File: src/sv/bldc_hall_commutation_and_control_unit_assert.svh
// Assertion helpers for the motor control block.
// Both macros sample on clk_i and are switched off while rst_ni is low.
`ifndef BLDC_HALL_COMMUTATION_AND_CONTROL_UNIT_ASSERT_SVH
`define BLDC_HALL_COMMUTATION_AND_CONTROL_UNIT_ASSERT_SVH

// The consequent must hold in the same cycle as the antecedent.
`define BHCC_ASSERT_IMP(lbl, ante, cons) \
  lbl: assert property (@(posedge clk_i) disable iff (!rst_ni) (ante) |-> (cons)) \
    else $error("bhcc: same-cycle check failed");

// The consequent must hold in the cycle after the antecedent.
`define BHCC_ASSERT_NXT(lbl, ante, cons) \
  lbl: assert property (@(posedge clk_i) disable iff (!rst_ni) (ante) |=> (cons)) \
    else $error("bhcc: next-cycle check failed");

`endif

File: src/sv/bhcc_pkg.sv
`default_nettype none

package bhcc_pkg;

  // Controller constants.
  localparam int unsigned MAX_POWER        = 1000;
  localparam int unsigned TICKS_PER_SECOND = 10;
  localparam int unsigned REPORT_EVERY     = 10;
  localparam int unsigned NUM_DRIVE        = 6;
  localparam int unsigned TICK_CNT_W       = $clog2(REPORT_EVERY + 1);

  // Fixed-point scaling: targets carry four fraction bits, the rotation
  // controller result is scaled down by 32 (Kp doubled, Kd in halves).
  localparam int unsigned Q_FRAC   = 4;
  localparam int unsigned YR_SHIFT = 5;

  // Unsigned 32-bit divide by six through a reciprocal multiply.
  localparam logic [31:0] DIV6_MAGIC = 32'hAAAA_AAAB;
  localparam int unsigned DIV6_SHIFT = 34;
  localparam int unsigned QUOT_W     = 29;

  // Reset values.
  localparam logic [9:0]         RESET_POWER        = 10'd300;
  localparam logic [2:0]         RESET_ROTOR_OFFSET = 3'd0;
  localparam logic signed [15:0] RESET_TARGET_SPEED = 16'sd720;
  localparam logic signed [31:0] RESET_TARGET_TURNS = 32'sd7344;
  localparam logic [7:0]         RESET_SPEED_GAIN   = 8'd22;
  localparam logic [7:0]         RESET_POSITION_GAIN = 8'd22;
  localparam logic [7:0]         RESET_DERIV_GAIN   = 8'd31;

  // Work queue between front and back.
  localparam int unsigned QUEUE_DEPTH = 2;
  localparam int unsigned QPTR_W      = $clog2(QUEUE_DEPTH);
  localparam int unsigned QCNT_W      = $clog2(QUEUE_DEPTH + 1);

  // Gate patterns per drive state, and rotor state per sensor pattern.
  localparam logic [5:0] GATE_TABLE [8] = '{
    6'h12, 6'h18, 6'h09, 6'h21, 6'h24, 6'h06, 6'h00, 6'h00
  };
  localparam logic [2:0] ROTOR_TABLE [8] = '{
    3'd7, 3'd5, 3'd3, 3'd4, 3'd1, 3'd0, 3'd2, 3'd7
  };

  // Configuration register indexes.
  typedef enum logic [2:0] {
    CFG_ROTOR_OFFSET  = 3'd0,
    CFG_TARGET_SPEED  = 3'd1,
    CFG_TARGET_TURNS  = 3'd2,
    CFG_SPEED_GAIN    = 3'd3,
    CFG_POSITION_GAIN = 3'd4,
    CFG_DERIV_GAIN    = 3'd5
  } cfg_idx_e;

  typedef enum logic {
    KIND_HALL = 1'b0,
    KIND_TICK = 1'b1
  } item_kind_e;

  typedef struct packed {
    logic       kind;
    logic [2:0] hall_bits;
  } in_item_t;

  typedef struct packed {
    logic [5:0]         phase_drive;
    logic [9:0]         pulse_width;
    logic               report_valid;
    logic signed [31:0] speed_report;
    logic signed [31:0] position_report;
  } out_item_t;

  typedef struct packed {
    logic [2:0]         rotor_offset;
    logic signed [15:0] target_speed_q4;
    logic signed [31:0] target_turns_q4;
    logic [7:0]         speed_gain;
    logic [7:0]         position_gain;
    logic [7:0]         derivative_gain_half;
  } cfg_t;

  // Classified item as it waits in the queue.
  typedef struct packed {
    item_kind_e kind;
    logic [2:0] rotor;
  } work_t;

  typedef struct packed {
    logic              full;
    logic              empty;
    logic [QCNT_W-1:0] count;
  } q_status_t;

  // C-style remainder by six, folded to three bits. The sum lies in -3..15.
  function automatic logic [2:0] drive_index(logic signed [4:0] sum);
    logic signed [4:0] r;
    if (sum < 0) begin
      r = sum;
    end else if (sum >= $signed(5'(2 * NUM_DRIVE))) begin
      r = sum - $signed(5'(2 * NUM_DRIVE));
    end else if (sum >= $signed(5'(NUM_DRIVE))) begin
      r = sum - $signed(5'(NUM_DRIVE));
    end else begin
      r = sum;
    end
    return r[2:0];
  endfunction

endpackage

`default_nettype wire

File: src/sv/bhcc_front.sv
`default_nettype none

module bhcc_front import bhcc_pkg::*; (
  input  logic      in_valid_i,
  output logic      in_ready_o,
  input  in_item_t  in_data_i,
  input  q_status_t q_status_i,
  output logic      push_o,
  output work_t     push_data_o
);

  // Take an item whenever the queue has room.
  assign in_ready_o = !q_status_i.full;
  assign push_o     = in_valid_i && !q_status_i.full;

  // Classify the item and decode the sensor pattern to a rotor state.
  always_comb begin
    push_data_o.kind  = item_kind_e'(in_data_i.kind);
    push_data_o.rotor = ROTOR_TABLE[in_data_i.hall_bits];
  end

endmodule

`default_nettype wire

File: src/sv/bhcc_queue.sv
`default_nettype none

module bhcc_queue import bhcc_pkg::*; (
  input  logic      clk_i,
  input  logic      rst_ni,
  input  logic      push_i,
  input  work_t     push_data_i,
  input  logic      pop_i,
  output work_t     pop_data_o,
  output q_status_t status_o
);

  work_t             entry_q [QUEUE_DEPTH];
  logic [QPTR_W-1:0] wr_ptr_q, wr_ptr_d;
  logic [QPTR_W-1:0] rd_ptr_q, rd_ptr_d;
  logic [QCNT_W-1:0] count_q, count_d;

  // Pointer and fill count updates.
  always_comb begin
    wr_ptr_d = wr_ptr_q;
    rd_ptr_d = rd_ptr_q;
    count_d  = count_q;
    if (push_i) begin
      wr_ptr_d = (wr_ptr_q == QPTR_W'(QUEUE_DEPTH - 1)) ? '0 : wr_ptr_q + 1'b1;
    end
    if (pop_i) begin
      rd_ptr_d = (rd_ptr_q == QPTR_W'(QUEUE_DEPTH - 1)) ? '0 : rd_ptr_q + 1'b1;
    end
    case ({push_i, pop_i})
      2'b10:   count_d = count_q + 1'b1;
      2'b01:   count_d = count_q - 1'b1;
      default: count_d = count_q;
    endcase
  end

  always_ff @(posedge clk_i or negedge rst_ni) begin
    if (!rst_ni) begin
      wr_ptr_q <= '0;
      rd_ptr_q <= '0;
      count_q  <= '0;
    end else begin
      wr_ptr_q <= wr_ptr_d;
      rd_ptr_q <= rd_ptr_d;
      count_q  <= count_d;
    end
  end

  // Entry storage.
  always_ff @(posedge clk_i) begin
    if (push_i) begin
      entry_q[wr_ptr_q] <= push_data_i;
    end
  end

  assign pop_data_o     = entry_q[rd_ptr_q];
  assign status_o.full  = (count_q == QCNT_W'(QUEUE_DEPTH));
  assign status_o.empty = (count_q == '0);
  assign status_o.count = count_q;

endmodule

`default_nettype wire

File: src/sv/bhcc_back.sv
`default_nettype none

module bhcc_back import bhcc_pkg::*; (
  input  logic      clk_i,
  input  logic      rst_ni,
  input  cfg_t      cfg_i,
  input  q_status_t q_status_i,
  input  work_t     pop_data_i,
  output logic      pop_o,
  output logic      out_valid_o,
  input  logic      out_ready_i,
  output out_item_t out_data_o
);

  // Tick sequencer: one state per pipeline step of the control update.
  typedef enum logic [5:0] {
    ST_READY = 6'b000001,
    ST_VEL   = 6'b000010,
    ST_ERR   = 6'b000100,
    ST_MUL   = 6'b001000,
    ST_SCALE = 6'b010000,
    ST_DONE  = 6'b100000
  } state_e;

  state_e state_q, state_d;

  // Architectural state.
  logic [31:0]           position_q, position_d;
  logic [2:0]            last_rotor_q, last_rotor_d;
  logic [5:0]            drive_mask_q, drive_mask_d;
  logic [9:0]            power_q, power_d;
  logic                  rev_q, rev_d;
  logic [31:0]           prev_pos_q, prev_pos_d;
  logic [TICK_CNT_W-1:0] tick_cnt_q, tick_cnt_d;
  logic signed [31:0]    prev_err_q, prev_err_d;

  // Tick pipeline registers.
  logic [31:0]        delta_q;
  logic               pos_neg_q;
  logic [QUOT_W-1:0]  quot_q;
  logic               report_q;
  logic [31:0]        vel_q;
  logic signed [31:0] err_q, err_d;
  logic signed [36:0] se_q, se_d;
  logic signed [32:0] derr_q, derr_d;
  logic signed [45:0] ys_prod_q, ys_prod_d;
  logic signed [40:0] p_prod_q, p_prod_d;
  logic signed [41:0] d_prod_q, d_prod_d;
  logic signed [41:0] ys_q, ys_d;
  logic signed [41:0] yr_q, yr_d;

  // Output register.
  logic      out_valid_q, out_valid_d;
  out_item_t out_data_q, out_data_d;

  // Handshake and dispatch.
  logic out_free, is_tick, hall_fire, tick_start, done_fire;

  // Hall edge datapath.
  logic signed [4:0] rotor_s, off_s, lead_s, drive_sum;
  logic [2:0]        drive_idx;
  logic signed [3:0] rot_diff, pos_step;

  // Tick datapath.
  logic [31:0]           pos_abs;
  logic [63:0]           div_prod;
  logic [TICK_CNT_W-1:0] tick_next;
  logic                  report_hit;
  logic signed [34:0]    quot_signed, err_full;
  logic [31:0]           vel_abs;
  logic signed [36:0]    ts_ext;
  logic signed [8:0]     sg_s, pg_s, dg_s;
  logic signed [45:0]    ys_bias;
  logic signed [41:0]    ys_base;
  logic signed [42:0]    yr_sum, yr_bias;
  logic signed [41:0]    torque, torque_mag;
  logic                  pick_ys;
  logic [9:0]            power_new;

  assign out_free   = !out_valid_q || out_ready_i;
  assign is_tick    = (pop_data_i.kind == KIND_TICK);
  assign pop_o      = (state_q == ST_READY) && !q_status_i.empty && (is_tick || out_free);
  assign hall_fire  = pop_o && !is_tick;
  assign tick_start = pop_o && is_tick;
  assign done_fire  = (state_q == ST_DONE) && out_free;

  // Hall edge: drive state from rotor, offset and lead; position step.
  always_comb begin
    rotor_s   = $signed({2'b00, pop_data_i.rotor});
    off_s     = $signed({2'b00, cfg_i.rotor_offset});
    lead_s    = rev_q ? -5'sd2 : 5'sd2;
    drive_sum = rotor_s - off_s + lead_s + $signed(5'(NUM_DRIVE));
    drive_idx = drive_index(drive_sum);
    rot_diff  = $signed({1'b0, pop_data_i.rotor}) - $signed({1'b0, last_rotor_q});
    if (rot_diff == 4'sd5) begin
      pos_step = -4'sd1;
    end else if (rot_diff == -4'sd5) begin
      pos_step = 4'sd1;
    end else begin
      pos_step = rot_diff;
    end
  end

  // First tick step: position magnitude divided by six, report count.
  always_comb begin
    pos_abs    = position_q[31] ? (~position_q + 32'd1) : position_q;
    div_prod   = 64'(pos_abs) * 64'(DIV6_MAGIC);
    tick_next  = tick_cnt_q + 1'b1;
    report_hit = (tick_next >= TICK_CNT_W'(REPORT_EVERY));
  end

  // Second tick step: turn error in Q4, saturated to 32 bits.
  always_comb begin
    quot_signed = pos_neg_q ? -$signed({6'b0, quot_q}) : $signed({6'b0, quot_q});
    err_full    = $signed({{3{cfg_i.target_turns_q4[31]}}, cfg_i.target_turns_q4})
                  - (quot_signed <<< Q_FRAC);
    if (err_full[34:31] != {4{err_full[34]}}) begin
      err_d = err_full[34] ? $signed(32'h8000_0000) : $signed(32'h7FFF_FFFF);
    end else begin
      err_d = err_full[31:0];
    end
  end

  // Third tick step: speed error and error difference.
  always_comb begin
    vel_abs = vel_q[31] ? (~vel_q + 32'd1) : vel_q;
    ts_ext  = 37'(cfg_i.target_speed_q4);
    se_d    = ts_ext * $signed(37'(NUM_DRIVE)) - $signed({1'b0, vel_abs, 4'b0000});
    derr_d  = $signed({err_q[31], err_q}) - $signed({prev_err_q[31], prev_err_q});
  end

  // Fourth tick step: gain products.
  always_comb begin
    sg_s      = $signed({1'b0, cfg_i.speed_gain});
    pg_s      = $signed({1'b0, cfg_i.position_gain});
    dg_s      = $signed({1'b0, cfg_i.derivative_gain_half});
    ys_prod_d = sg_s * se_q;
    p_prod_d  = pg_s * err_q;
    d_prod_d  = dg_s * derr_q;
  end

  // Fifth tick step: scale both controller outputs, truncating toward zero.
  always_comb begin
    ys_bias = ys_prod_q + (ys_prod_q[45] ? $signed(46'((1 << Q_FRAC) - 1)) : 46'sd0);
    if (cfg_i.target_speed_q4 == 16'sd0) begin
      ys_base = $signed(42'(MAX_POWER));
    end else begin
      ys_base = ys_bias[45:Q_FRAC];
    end
    ys_d    = err_q[31] ? -ys_base : ys_base;
    yr_sum  = $signed({p_prod_q[40], p_prod_q, 1'b0}) + $signed({d_prod_q[41], d_prod_q});
    yr_bias = yr_sum + (yr_sum[42] ? $signed(43'((1 << YR_SHIFT) - 1)) : 43'sd0);
    yr_d    = 42'($signed(yr_bias[42:YR_SHIFT]));
  end

  // Last tick step: torque choice, direction and clamp.
  always_comb begin
    pick_ys    = (!vel_q[31] && (ys_q < yr_q)) || (vel_q[31] && (ys_q > yr_q));
    torque     = pick_ys ? ys_q : yr_q;
    torque_mag = torque[41] ? -torque : torque;
    if (torque_mag > $signed(42'(MAX_POWER))) begin
      power_new = 10'(MAX_POWER);
    end else begin
      power_new = torque_mag[9:0];
    end
  end

  // State and output updates.
  always_comb begin
    state_d      = state_q;
    position_d   = position_q;
    last_rotor_d = last_rotor_q;
    drive_mask_d = drive_mask_q;
    power_d      = power_q;
    rev_d        = rev_q;
    prev_pos_d   = prev_pos_q;
    tick_cnt_d   = tick_cnt_q;
    prev_err_d   = prev_err_q;
    out_valid_d  = out_valid_q && !out_ready_i;
    out_data_d   = out_data_q;

    unique case (state_q)
      ST_READY: begin
        if (hall_fire) begin
          drive_mask_d = GATE_TABLE[drive_idx];
          position_d   = position_q + {{28{pos_step[3]}}, pos_step};
          last_rotor_d = pop_data_i.rotor;
          out_valid_d  = 1'b1;
          out_data_d.phase_drive     = GATE_TABLE[drive_idx];
          out_data_d.pulse_width     = power_q;
          out_data_d.report_valid    = 1'b0;
          out_data_d.speed_report    = '0;
          out_data_d.position_report = '0;
        end else if (tick_start) begin
          prev_pos_d = position_q;
          tick_cnt_d = report_hit ? '0 : tick_next;
          state_d    = ST_VEL;
        end
      end
      ST_VEL:   state_d = ST_ERR;
      ST_ERR: begin
        prev_err_d = err_q;
        state_d    = ST_MUL;
      end
      ST_MUL:   state_d = ST_SCALE;
      ST_SCALE: state_d = ST_DONE;
      ST_DONE: begin
        if (done_fire) begin
          power_d     = power_new;
          rev_d       = torque[41];
          out_valid_d = 1'b1;
          out_data_d.phase_drive     = drive_mask_q;
          out_data_d.pulse_width     = power_new;
          out_data_d.report_valid    = report_q;
          out_data_d.speed_report    = report_q ? $signed(vel_q) : 32'sd0;
          out_data_d.position_report = report_q ? $signed(position_q) : 32'sd0;
          state_d = ST_READY;
        end
      end
      default:  state_d = ST_READY;
    endcase
  end

  always_ff @(posedge clk_i or negedge rst_ni) begin
    if (!rst_ni) begin
      state_q      <= ST_READY;
      position_q   <= '0;
      last_rotor_q <= '0;
      drive_mask_q <= '0;
      power_q      <= RESET_POWER;
      rev_q        <= 1'b0;
      prev_pos_q   <= '0;
      tick_cnt_q   <= '0;
      prev_err_q   <= '0;
      out_valid_q  <= 1'b0;
    end else begin
      state_q      <= state_d;
      position_q   <= position_d;
      last_rotor_q <= last_rotor_d;
      drive_mask_q <= drive_mask_d;
      power_q      <= power_d;
      rev_q        <= rev_d;
      prev_pos_q   <= prev_pos_d;
      tick_cnt_q   <= tick_cnt_d;
      prev_err_q   <= prev_err_d;
      out_valid_q  <= out_valid_d;
    end
  end

  // Pipeline payload registers, loaded in the step that produces them.
  always_ff @(posedge clk_i) begin
    out_data_q <= out_data_d;
    if (tick_start) begin
      delta_q   <= position_q - prev_pos_q;
      pos_neg_q <= position_q[31];
      quot_q    <= div_prod[DIV6_SHIFT + QUOT_W - 1:DIV6_SHIFT];
      report_q  <= report_hit;
    end
    if (state_q == ST_VEL) begin
      vel_q <= delta_q * 32'(TICKS_PER_SECOND);
      err_q <= err_d;
    end
    if (state_q == ST_ERR) begin
      se_q   <= se_d;
      derr_q <= derr_d;
    end
    if (state_q == ST_MUL) begin
      ys_prod_q <= ys_prod_d;
      p_prod_q  <= p_prod_d;
      d_prod_q  <= d_prod_d;
    end
    if (state_q == ST_SCALE) begin
      ys_q <= ys_d;
      yr_q <= yr_d;
    end
  end

  assign out_valid_o = out_valid_q;
  assign out_data_o  = out_data_q;

endmodule

`default_nettype wire

File: src/sv/bldc_hall_commutation_and_control_unit.sv
// Six-step Hall commutation with speed and rotation control for a BLDC motor.
// Input channel (in_valid_i/in_ready_o/in_data_i): each item is either a Hall
// sensor edge (kind 0, hall_bits) or a 100 ms control tick (kind 1).
// Output channel (out_valid_o/out_ready_i/out_data_o): exactly one result item
// per input item, in order: gate pattern, pulse width, and on every tenth tick
// a speed and position report.
// Configuration: cfg_we_i writes cfg_wdata_i into register cfg_idx_i at once;
// write only while the block is idle. Unknown indexes are ignored.
// A Hall edge result is registered in the output register; a tick result
// runs first through a six-step sequencer (divide by six, error, gain
// multiplies, scaling, clamp). Throughput: one Hall edge per cycle while the
// receiver is ready; a tick holds the execution side through its sequencer
// while the two-entry queue keeps accepting items.
// A stalled receiver holds the result in the output register; the back side
// keeps working until it has a new result, then waits; the queue fills and
// in_ready_o drops when it is full.
// Reset clears position and drive state, sets power to 300 and loads the
// default gains and targets.
`default_nettype none
`include "bldc_hall_commutation_and_control_unit_assert.svh"

module bldc_hall_commutation_and_control_unit import bhcc_pkg::*; (
  input  logic        clk_i,
  input  logic        rst_ni,
  input  logic        in_valid_i,
  output logic        in_ready_o,
  input  in_item_t    in_data_i,
  output logic        out_valid_o,
  input  logic        out_ready_i,
  output out_item_t   out_data_o,
  input  logic        cfg_we_i,
  input  logic [2:0]  cfg_idx_i,
  input  logic [31:0] cfg_wdata_i
);

  cfg_t      cfg_q;
  q_status_t q_status;
  logic      push, pop;
  work_t     push_data, pop_data;

  // Configuration registers.
  always_ff @(posedge clk_i or negedge rst_ni) begin
    if (!rst_ni) begin
      cfg_q.rotor_offset         <= RESET_ROTOR_OFFSET;
      cfg_q.target_speed_q4      <= RESET_TARGET_SPEED;
      cfg_q.target_turns_q4      <= RESET_TARGET_TURNS;
      cfg_q.speed_gain           <= RESET_SPEED_GAIN;
      cfg_q.position_gain        <= RESET_POSITION_GAIN;
      cfg_q.derivative_gain_half <= RESET_DERIV_GAIN;
    end else if (cfg_we_i) begin
      unique case (cfg_idx_i)
        CFG_ROTOR_OFFSET:  cfg_q.rotor_offset         <= cfg_wdata_i[2:0];
        CFG_TARGET_SPEED:  cfg_q.target_speed_q4      <= $signed(cfg_wdata_i[15:0]);
        CFG_TARGET_TURNS:  cfg_q.target_turns_q4      <= $signed(cfg_wdata_i);
        CFG_SPEED_GAIN:    cfg_q.speed_gain           <= cfg_wdata_i[7:0];
        CFG_POSITION_GAIN: cfg_q.position_gain        <= cfg_wdata_i[7:0];
        CFG_DERIV_GAIN:    cfg_q.derivative_gain_half <= cfg_wdata_i[7:0];
        default:           cfg_q <= cfg_q;
      endcase
    end
  end

  // Front side: accept and classify.
  bhcc_front u_front (
    .in_valid_i  (in_valid_i),
    .in_ready_o  (in_ready_o),
    .in_data_i   (in_data_i),
    .q_status_i  (q_status),
    .push_o      (push),
    .push_data_o (push_data)
  );

  // Work queue between the two sides.
  bhcc_queue u_queue (
    .clk_i       (clk_i),
    .rst_ni      (rst_ni),
    .push_i      (push),
    .push_data_i (push_data),
    .pop_i       (pop),
    .pop_data_o  (pop_data),
    .status_o    (q_status)
  );

  // Back side: commutation and control update.
  bhcc_back u_back (
    .clk_i       (clk_i),
    .rst_ni      (rst_ni),
    .cfg_i       (cfg_q),
    .q_status_i  (q_status),
    .pop_data_i  (pop_data),
    .pop_o       (pop),
    .out_valid_o (out_valid_o),
    .out_ready_i (out_ready_i),
    .out_data_o  (out_data_o)
  );

  // The power never leaves the clamp range.
  `BHCC_ASSERT_IMP(a_power_clamped, out_valid_o, out_data_o.pulse_width <= 10'(MAX_POWER))
  // Without a report flag both report fields are zero.
  `BHCC_ASSERT_IMP(a_report_zero, out_valid_o && !out_data_o.report_valid, out_data_o.speed_report == 32'sd0 && out_data_o.position_report == 32'sd0)
  // A full queue is never pushed and an empty queue is never popped.
  `BHCC_ASSERT_IMP(a_queue_guard, 1'b1, !(push && q_status.full) && !(pop && q_status.empty))
  // A push without a pop raises the fill count by one over the previous cycle.
  `BHCC_ASSERT_NXT(a_queue_count, push && !pop, q_status.count == $past(q_status.count) + 1'b1)

endmodule

`default_nettype wire
File: config.mk
export PLATFORM = sky130hd
export DESIGN_NAME = bldc_hall_commutation_and_control_unit
export DESIGN_NICKNAME = d
export VERILOG_FILES = /design/src/sv/bhcc_pkg.sv /design/src/sv/bhcc_front.sv /design/src/sv/bhcc_queue.sv /design/src/sv/bhcc_back.sv /design/src/sv/bldc_hall_commutation_and_control_unit.sv
export VERILOG_INCLUDE_DIRS = /design/src /design/src/sv
export SDC_FILE = /design/constraint.sdc
export NUM_CORES = 2
export LEC_CHECK = 0
export ABC_CLOCK_PERIOD_IN_PS = 11200
export BUFFER_PORTS_ARGS = -buffer_cell sky130_fd_sc_hd__clkbuf_2
export CORE_UTILIZATION = 66
export CTS_CLUSTER_DIAMETER = 120
export DETAILED_ROUTE_END_ITERATION = 10
export GPL_TIMING_DRIVEN = 0
export PLACE_DENSITY = 0.83
export SLEW_MARGIN = 20
export SYNTH_ARGS = -nofsm -noshare
export SYNTH_HDL_FRONTEND = slang
export SYNTH_SLANG_ARGS = --single-unit
File: constraint.sdc
create_clock -name clk_i -period 11.2 [get_ports clk_i]
set_input_delay 0.56 -clock clk_i [delete_from_list [all_inputs] [get_ports clk_i]]
set_output_delay 0.56 -clock clk_i [all_outputs]
set_load 0.005 [all_outputs]
---- Word level (Yosys, flattened, before mapping) ----
Memories as Yosys holds them, arrays and structs flattened.
Index checks and enable logic that the tools add are counted.
storage, ports and cells
  memory bits (writable) .................. 8
  ROM bits ................................ 72
  latch bits .............................. 0
  output and inout port bits .............. 83
  register bits ........................... 692
  word-level logic and storage cells ...... 179
  memories kept ........................... 3
operators by class
  add/subtract/negate cells ............... 24
  equality and inequality tests ........... 21
  muxes and demuxes ....................... 40
  divide/modulo/power cells ............... 0
  $lt $le $gt $ge ......................... 9
  multiply operators ...................... 6
  bitwise logic cells ..................... 5
  reduce and logical (&&, ||, !) cells .... 34
  shift-type cells ........................ 0
memory list
  memory           depth  bits a word  rd ports  clocked after Yosys merged registers in  wr ports  RTL line          source
  (no name shown)  8      6            1         0                                        0         bhcc_back.sv:185  drive_mask_d = GATE_TABLE[drive_idx];
  (no name shown)  8      3            1         0                                        0         bhcc_front.sv:19  push_data_o.rotor = ROTOR_TABLE[in_data_i.hall_bits];
  u_queue.entry_q  2      4            1         0                                        1         bhcc_queue.sv:13  work_t entry_q [QUEUE_DEPTH];
operators with widths
  cell                                                                     count
  32-bit two-way mux                                                       6
  42-bit two-way mux                                                       4
  81-bit two-way mux                                                       2
  81-bit case mux with 2 select lines                                      1
  42-bit negation                                                          2
  32-bit by 1-bit adder with 32-bit output (second input constant)         2
  32-bit NOT                                                               2
  32-bit by 32-bit multiplier with 63-bit output (second input constant)   1
  46-bit adder                                                             1
  9-bit by 37-bit multiplier with 46-bit output                            1
  42-bit by 42-bit adder with 43-bit output                                1
  43-bit by 6-bit adder with 43-bit output                                 1
  42-bit by 11-bit > comparator with 1-bit output (second input constant)  1
  42-bit by 38-bit > comparator with 1-bit output                          1
  42-bit by 38-bit less-than comparator with 1-bit output                  1
  9-bit by 33-bit multiplier with 42-bit output                            1
  9-bit by 32-bit multiplier with 41-bit output                            1
  37-bit subtractor                                                        1
  6-bit case mux with 6 select lines                                       1
  32-bit by 35-bit subtractor with 35-bit output                           1
  32-bit by 32-bit subtractor with 33-bit output                           1
  32-bit adder                                                             1
  32-bit by 3-bit multiplier with 31-bit output (second input constant)    1
  32-bit subtractor                                                        1
  50 further kinds                                                         103

---- Depth between registers and ports, before layout ----
An unclocked memory read counts as a cell.
  depth after elaboration ................. 14
  mapped depth ............................ 40
  depth with buffers taken out ............ 39

---- Hierarchy ----
A second synthesis with hierarchy kept.
unflattened totals
  cell total of the unflattened synthesis .. 9066
  area, all modules ....................... 86767.0 sq um
by module, submodules not included
  module                                  instances  area an instance (sq um)  cells each  seq. area each (sq um)
  bhcc_back                               1          83199.8                   8866        17633.2
  bldc_hall_commutation_and_control_unit  1          3037.9                    163         1903.1
  bhcc_queue                              1          471.7                     28          340.3
  bhcc_front                              1          57.6                      9           0.0

---- Worst setup path after synthesis ----
OpenSTA, ideal clock, no wires.
  path kind ............................... register -> register
  start point ............................. reg u_back.position_q[3]
  end point ............................... reg u_back.quot_q[28] (data pin)
  arrival ................................. 9.300 ns
  buffers on the path ..................... 2
  path slack .............................. 1.639 ns
  clock period less this slack ............ 9.561 ns
  stages on the path, launching flop included .. 38
  path through ............................ dfrtp_1 clkbuf_1 nor4_1 nand2b_1 or3_1 inv_1 nand2_1 o31ai_1 xor2_1 inv_1 ha_1 ha_1 clkbuf_1 a21oi_1 fa_1 fa_1 inv_1 fa_1 [2 not listed] inv_1 fa_1 inv_1 ha_1 a21o_1 a211oi_1 o21ai_0 o22ai_1 a21oi_1 a21boi_0 nor2_1 a21o_1 a21oi_1 o21ai_0 or4_1 a31o_2 a21oi_1 xnor2_1
between the ends
  cells in the longest elaborated chain, start to end .. 4
RTL lines
  element                                             RTL line          source
  start: declaration                                  bhcc_back.sv:28   logic [31:0] position_q, position_d;
  start signal: assignment                            bhcc_back.sv:238  position_q <= position_d;
  32-bit NOT                                          bhcc_back.sv:106  pos_abs = position_q[31] ? (~position_q + 32'd1) : position_q;
  32-bit by 1-bit adder with 32-bit output            bhcc_back.sv:106
  32-bit two-way mux (*)                              bhcc_back.sv:106
  32-bit by 32-bit multiplier with 63-bit output (*)  bhcc_back.sv:107  div_prod = 64'(pos_abs) * 64'(DIV6_MAGIC);
  net u_back.div_prod[62]                             bhcc_back.sv:66   logic [63:0] div_prod;
  end signal: assignment                              bhcc_back.sv:256  quot_q <= div_prod[DIV6_SHIFT + QUOT_W - 1:DIV6_SHIFT];
  end: declaration                                    bhcc_back.sv:40   logic [QUOT_W-1:0] quot_q;
Mark *: on every way through the listed nets, which the timed path passes. The rest lies on a longest branch.
A chain may end at the register's enable or synchronous reset.

---- Final worst setup path ----
Ends and elaborated chain as after synthesis.

==> impl_metrics.env <==
export IMPL_wl_um=224000
export IMPL_path_clk_slew_ns=0.06
export IMPL_hold_viol=0
export IMPL_synth_cell_types=92
export IMPL_min_path_type="in2reg"
export IMPL_final_area_um2=91400
export IMPL_grt_max_degree=92
export IMPL_insertion_delay_ns=0.72
export IMPL_critical_path_required_ns=11.65
export IMPL_run_status="complete, no violations"
export IMPL_multi_input_area_um2=59100
export IMPL_start_util_pct=66.7
export IMPL_netlist_area_um2=85200
export IMPL_crit_path_start="u_back.position_q[3]$_DFFE_PN0P_"
export IMPL_crit_arrival_ns=11.44
export IMPL_worstMarginPinSlew_ns=1.17
export IMPL_timing_rr_end="u_back.quot_q[28]$_DFFE_PP_"
export IMPL_place_area_um2=88300
export IMPL_cts_buffer_depth=3
export IMPL_cpPeakStageDelay_ns=0.58
export IMPL_grt_pass1_vias=66200
export IMPL_r2r_slack_ns=0.21
export IMPL_path_depth=39
export IMPL_routed_via_density=5.97
export IMPL_clock_sinks=695
export IMPL_grt_util_all_layers_pct=34.7
export IMPL_fillerInstances=9149
export IMPL_slew_limit_headroom_pct=21.6
export IMPL_cts_root_buf="clkbuf_16"
export IMPL_synth_area_per_cell_um2=9.65
export IMPL_drv_slew=0
export IMPL_dr_pass1_iters=6
export IMPL_fmax_mhz=91.0
export IMPL_finClkSkew_ns=0.0629
export IMPL_port_buffers=124
export IMPL_path_class="reg2reg"
export IMPL_grt_pass1_wl_um=354000
export IMPL_r2r_start="u_back.position_q[3]$_DFFE_PN0P_"
export IMPL_vias=64500
export IMPL_finalSetupViolCount=0
export IMPL_drc_errors=0
export IMPL_reg2regPathDepth=39
export IMPL_dieHeight_um=361
export IMPL_finalCriticalPeriod_ns=10.99
export IMPL_ys_async_sr_fraction_pct=29.5
export IMPL_synth_flop_cell="edfxtp_1"
export IMPL_drive_gt1_share_pct=5.19
export IMPL_cap_violations=0
export IMPL_nets=11000
export IMPL_htree_levels=3
export IMPL_ys_ff_latch=695
export IMPL_drtAntennaViolNets=0
export IMPL_synthesis_nets=10800
export IMPL_cp_num_buf_inv=8
export IMPL_dp_hpwl_um=183000
export IMPL_fin_crit_sh_pct=98.1
export IMPL_endpoint="u_back.quot_q[28]$_DFFE_PP_"
export IMPL_end_kind="flop"
export IMPL_area_growth_pct=7.19
export IMPL_fp_coreArea_um2=128000
export IMPL_ys_warn_count=0
export IMPL_fp_dieW_um=361
export IMPL_cts_made_buffers=79
export IMPL_path_delay_family="adder cells"
export IMPL_wl_per_cell_um=20.7
export IMPL_ys_seq_area_share_pct=23.3
export IMPL_num_rows=131
export IMPL_ioPinCount=127
export IMPL_synth_enable_flop_cells=490
export IMPL_startpoint_type="flop"
export IMPL_regArea_um2=19900
export IMPL_synthCells=8836
export IMPL_cts_tree="yes"
export IMPL_crit_fanout=8
export IMPL_die_area_um2=131000
export IMPL_gr_total_overflow=0
export IMPL_place_congestion=1.02
export IMPL_crit_slowest_cell="fa_1"
export IMPL_grt_antenna_before_repair=15
export IMPL_first_iter_violations=5648
[synthesized netlist by cell type (all sizes together) (10+ instances only)]
| cell | n | area share, % |
|---|---|---|
| a2111oi | 13 | 0.16 |
| a211oi | 32 | 0.28 |
| a21boi | 16 | 0.14 |
| a21o | 148 | 1.3 |
| a21oi | 404 | 2.4 |
| a22o | 13 | 0.13 |
| a31o | 13 | 0.13 |
| a31oi | 33 | 0.24 |
| a41oi | 16 | 0.16 |
| and2 | 543 | 4.0 |
| and3 | 103 | 0.76 |
| and4 | 15 | 0.15 |
| buf | 14 | 0.075 |
| clkbuf | 194 | 0.85 |
| dfrtp | 179 | 5.3 |
| dfstp | 26 | 0.80 |
| edfxtp | 490 | 17 |
| fa | 990 | 23 |
| ha | 940 | 14 |
| inv | 1546 | 6.8 |
| mux2 | 59 | 0.78 |
| mux2i | 24 | 0.28 |
| nand2 | 695 | 3.1 |
| nand2b | 91 | 0.67 |
| nand3 | 113 | 0.66 |
| nand3b | 11 | 0.10 |
| nand4 | 53 | 0.39 |
| nand4b | 10 | 0.10 |
| nor2 | 333 | 1.5 |
| nor2b | 65 | 0.48 |
| nor3 | 139 | 0.83 |
| nor4 | 33 | 0.26 |
| o211ai | 30 | 0.26 |
| o21a | 82 | 0.72 |
| o21ai | 376 | 2.2 |
| o21bai | 48 | 0.42 |
| o22ai | 17 | 0.12 |
| o31a | 12 | 0.12 |
| o31ai | 55 | 0.52 |
| o41ai | 22 | 0.23 |
| or2 | 26 | 0.19 |
| or3 | 60 | 0.45 |
| or4 | 24 | 0.22 |
| xnor2 | 401 | 4.1 |
| xor2 | 209 | 2.1 |
[cell families after synthesis]
| group | after synthesis | synth area share (%) |
|---|---|---|
| AND/OR/NAND/NOR | 2338 | 14.0 |
| adder cells (fa/ha/maj) | 1930 | 37.1 |
| buffers and inverters | 1757 | 7.75 |
| AO/OA/AOI/OAI | 1422 | 10.5 |
| flip-flops | 695 | 23.3 |
| XOR/XNOR | 610 | 6.27 |
| multiplexers | 83 | 1.06 |
| other | 1 | 0.00440 |
[sequential cells by signal (all words and copies together), names as in the netlist, 33 cells and up]
register           count
u_back.derr_q         33
u_back.p_prod_q       41
u_back.ys_prod_q      45
u_back.yr_q           38
u_back.ys_q           42
u_back.se_q           36
u_back.out_data_o     80
cfg_q                 75
u_back.d_prod_q       42
[stage by stage]
stage | hold WS (ns) | TNS [ns] | std cells | setup WS, ns | util (%)
CTS | 0.0541 | 0 | 10800 | 0.00276 | 71.3
global route | 0.0775 | -0.102 | 10800 | -0.102 | 71.5
floorplan | 0.264 | 0 | 8836 | 1.64 | -
detailed placement | 0.451 | -1.64 | 10600 | -0.559 | 69.1
finish | 0.0810 | 0 | 10800 | 0.213 | 71.5
global placement | 0.452 | -0.712 | 10600 | -0.400 | 68.8
[final cells by class]
cell class / count / area share (%)
antenna: 3 / 0.00822
buffer: 207 / 0.872
clock buffer: 108 / 2.46
clock inverter: 40 / 0.509
inverter: 1549 / 6.37
multi-input combinational: 6384 / 64.7
sequential: 695 / 21.8
tap: 1662 / 2.28
timing repair buffer: 153 / 1.09
[cell usage in the layout, fill, tap and decap left out, types with 16 or more instances in the layout]
| cell type | instances |
|---|---|
| and3_1 | 103 |
| nand2b_1 | 91 |
| nor3_1 | 136 |
| clkbuf_16 | 82 |
| a21oi_1 | 402 |
| o21bai_1 | 48 |
| o21ai_0 | 370 |
| clkbuf_1 | 206 |
| or2_2 | 24 |
| and2_1 | 543 |
| dfstp_2 | 26 |
| nor2b_1 | 65 |
| o22ai_1 | 17 |
| dfrtp_1 | 178 |
| or4_1 | 23 |
| o211ai_1 | 30 |
| o41ai_1 | 21 |
| buf_4 | 19 |
| o21a_1 | 82 |
| clkbuf_2 | 124 |
| a211oi_1 | 32 |
| or3_1 | 59 |
| fa_1 | 990 |
| xnor2_1 | 387 |
| a21o_1 | 148 |
| a41oi_1 | 16 |
| nor2_1 | 332 |
| mux2_2 | 59 |
| nand3_1 | 113 |
| nor4_1 | 29 |
| ha_1 | 939 |
| xor2_1 | 199 |
| mux2i_1 | 24 |
| inv_1 | 1546 |
| nand2_1 | 694 |
| edfxtp_1 | 490 |
| o31ai_1 | 50 |
| nand4_1 | 53 |
| a31oi_1 | 33 |
[repair_timing]
action / CTS / global route
endpoints found under the hold margin: 60 / 0
hold buffers: 1 / 0
setup endpoints to repair: 7 / 15
resized for setup: 11 / 29
setup buffers: 0 / 5
[layer usage]
metal	global-route usage, %	share of wire [%]	vias up
met3	6.08	8.0	569
li1	-	-	29600
met1	44.8	40	31700
met5	0	0.056	-
met4	15.4	5.0	20
met2	57.4	47	2636
[worst min-delay path by stage]
stage | startpoint | to | slack (ns) | cells past startpoint
4_1_cts | cfg_wdata_i[21] | cfg_q[45]$_DFFE_PN0P_ | 0.05 | 2
3_5_place_dp | u_back.delta_q[1]$_DFFE_PP_ | u_back.vel_q[2]$_DFFE_PP_ | 0.45 | 0
5_1_grt | cfg_wdata_i[21] | cfg_q[45]$_DFFE_PN0P_ | 0.08 | 2
3_3_place_gp | u_back.delta_q[0]$_DFFE_PP_ | u_back.vel_q[1]$_DFFE_PP_ | 0.45 | 0
6_report | cfg_wdata_i[21] | cfg_q[45]$_DFFE_PN0P_ | 0.08 | 2
2_1_floorplan | rst_ni | cfg_q[11]$_DFFE_PN0P_ | 0.26 | 0
Power is not shown: default switching activity piles up to over one toggle a cycle in this logic, so the estimate is an artifact.
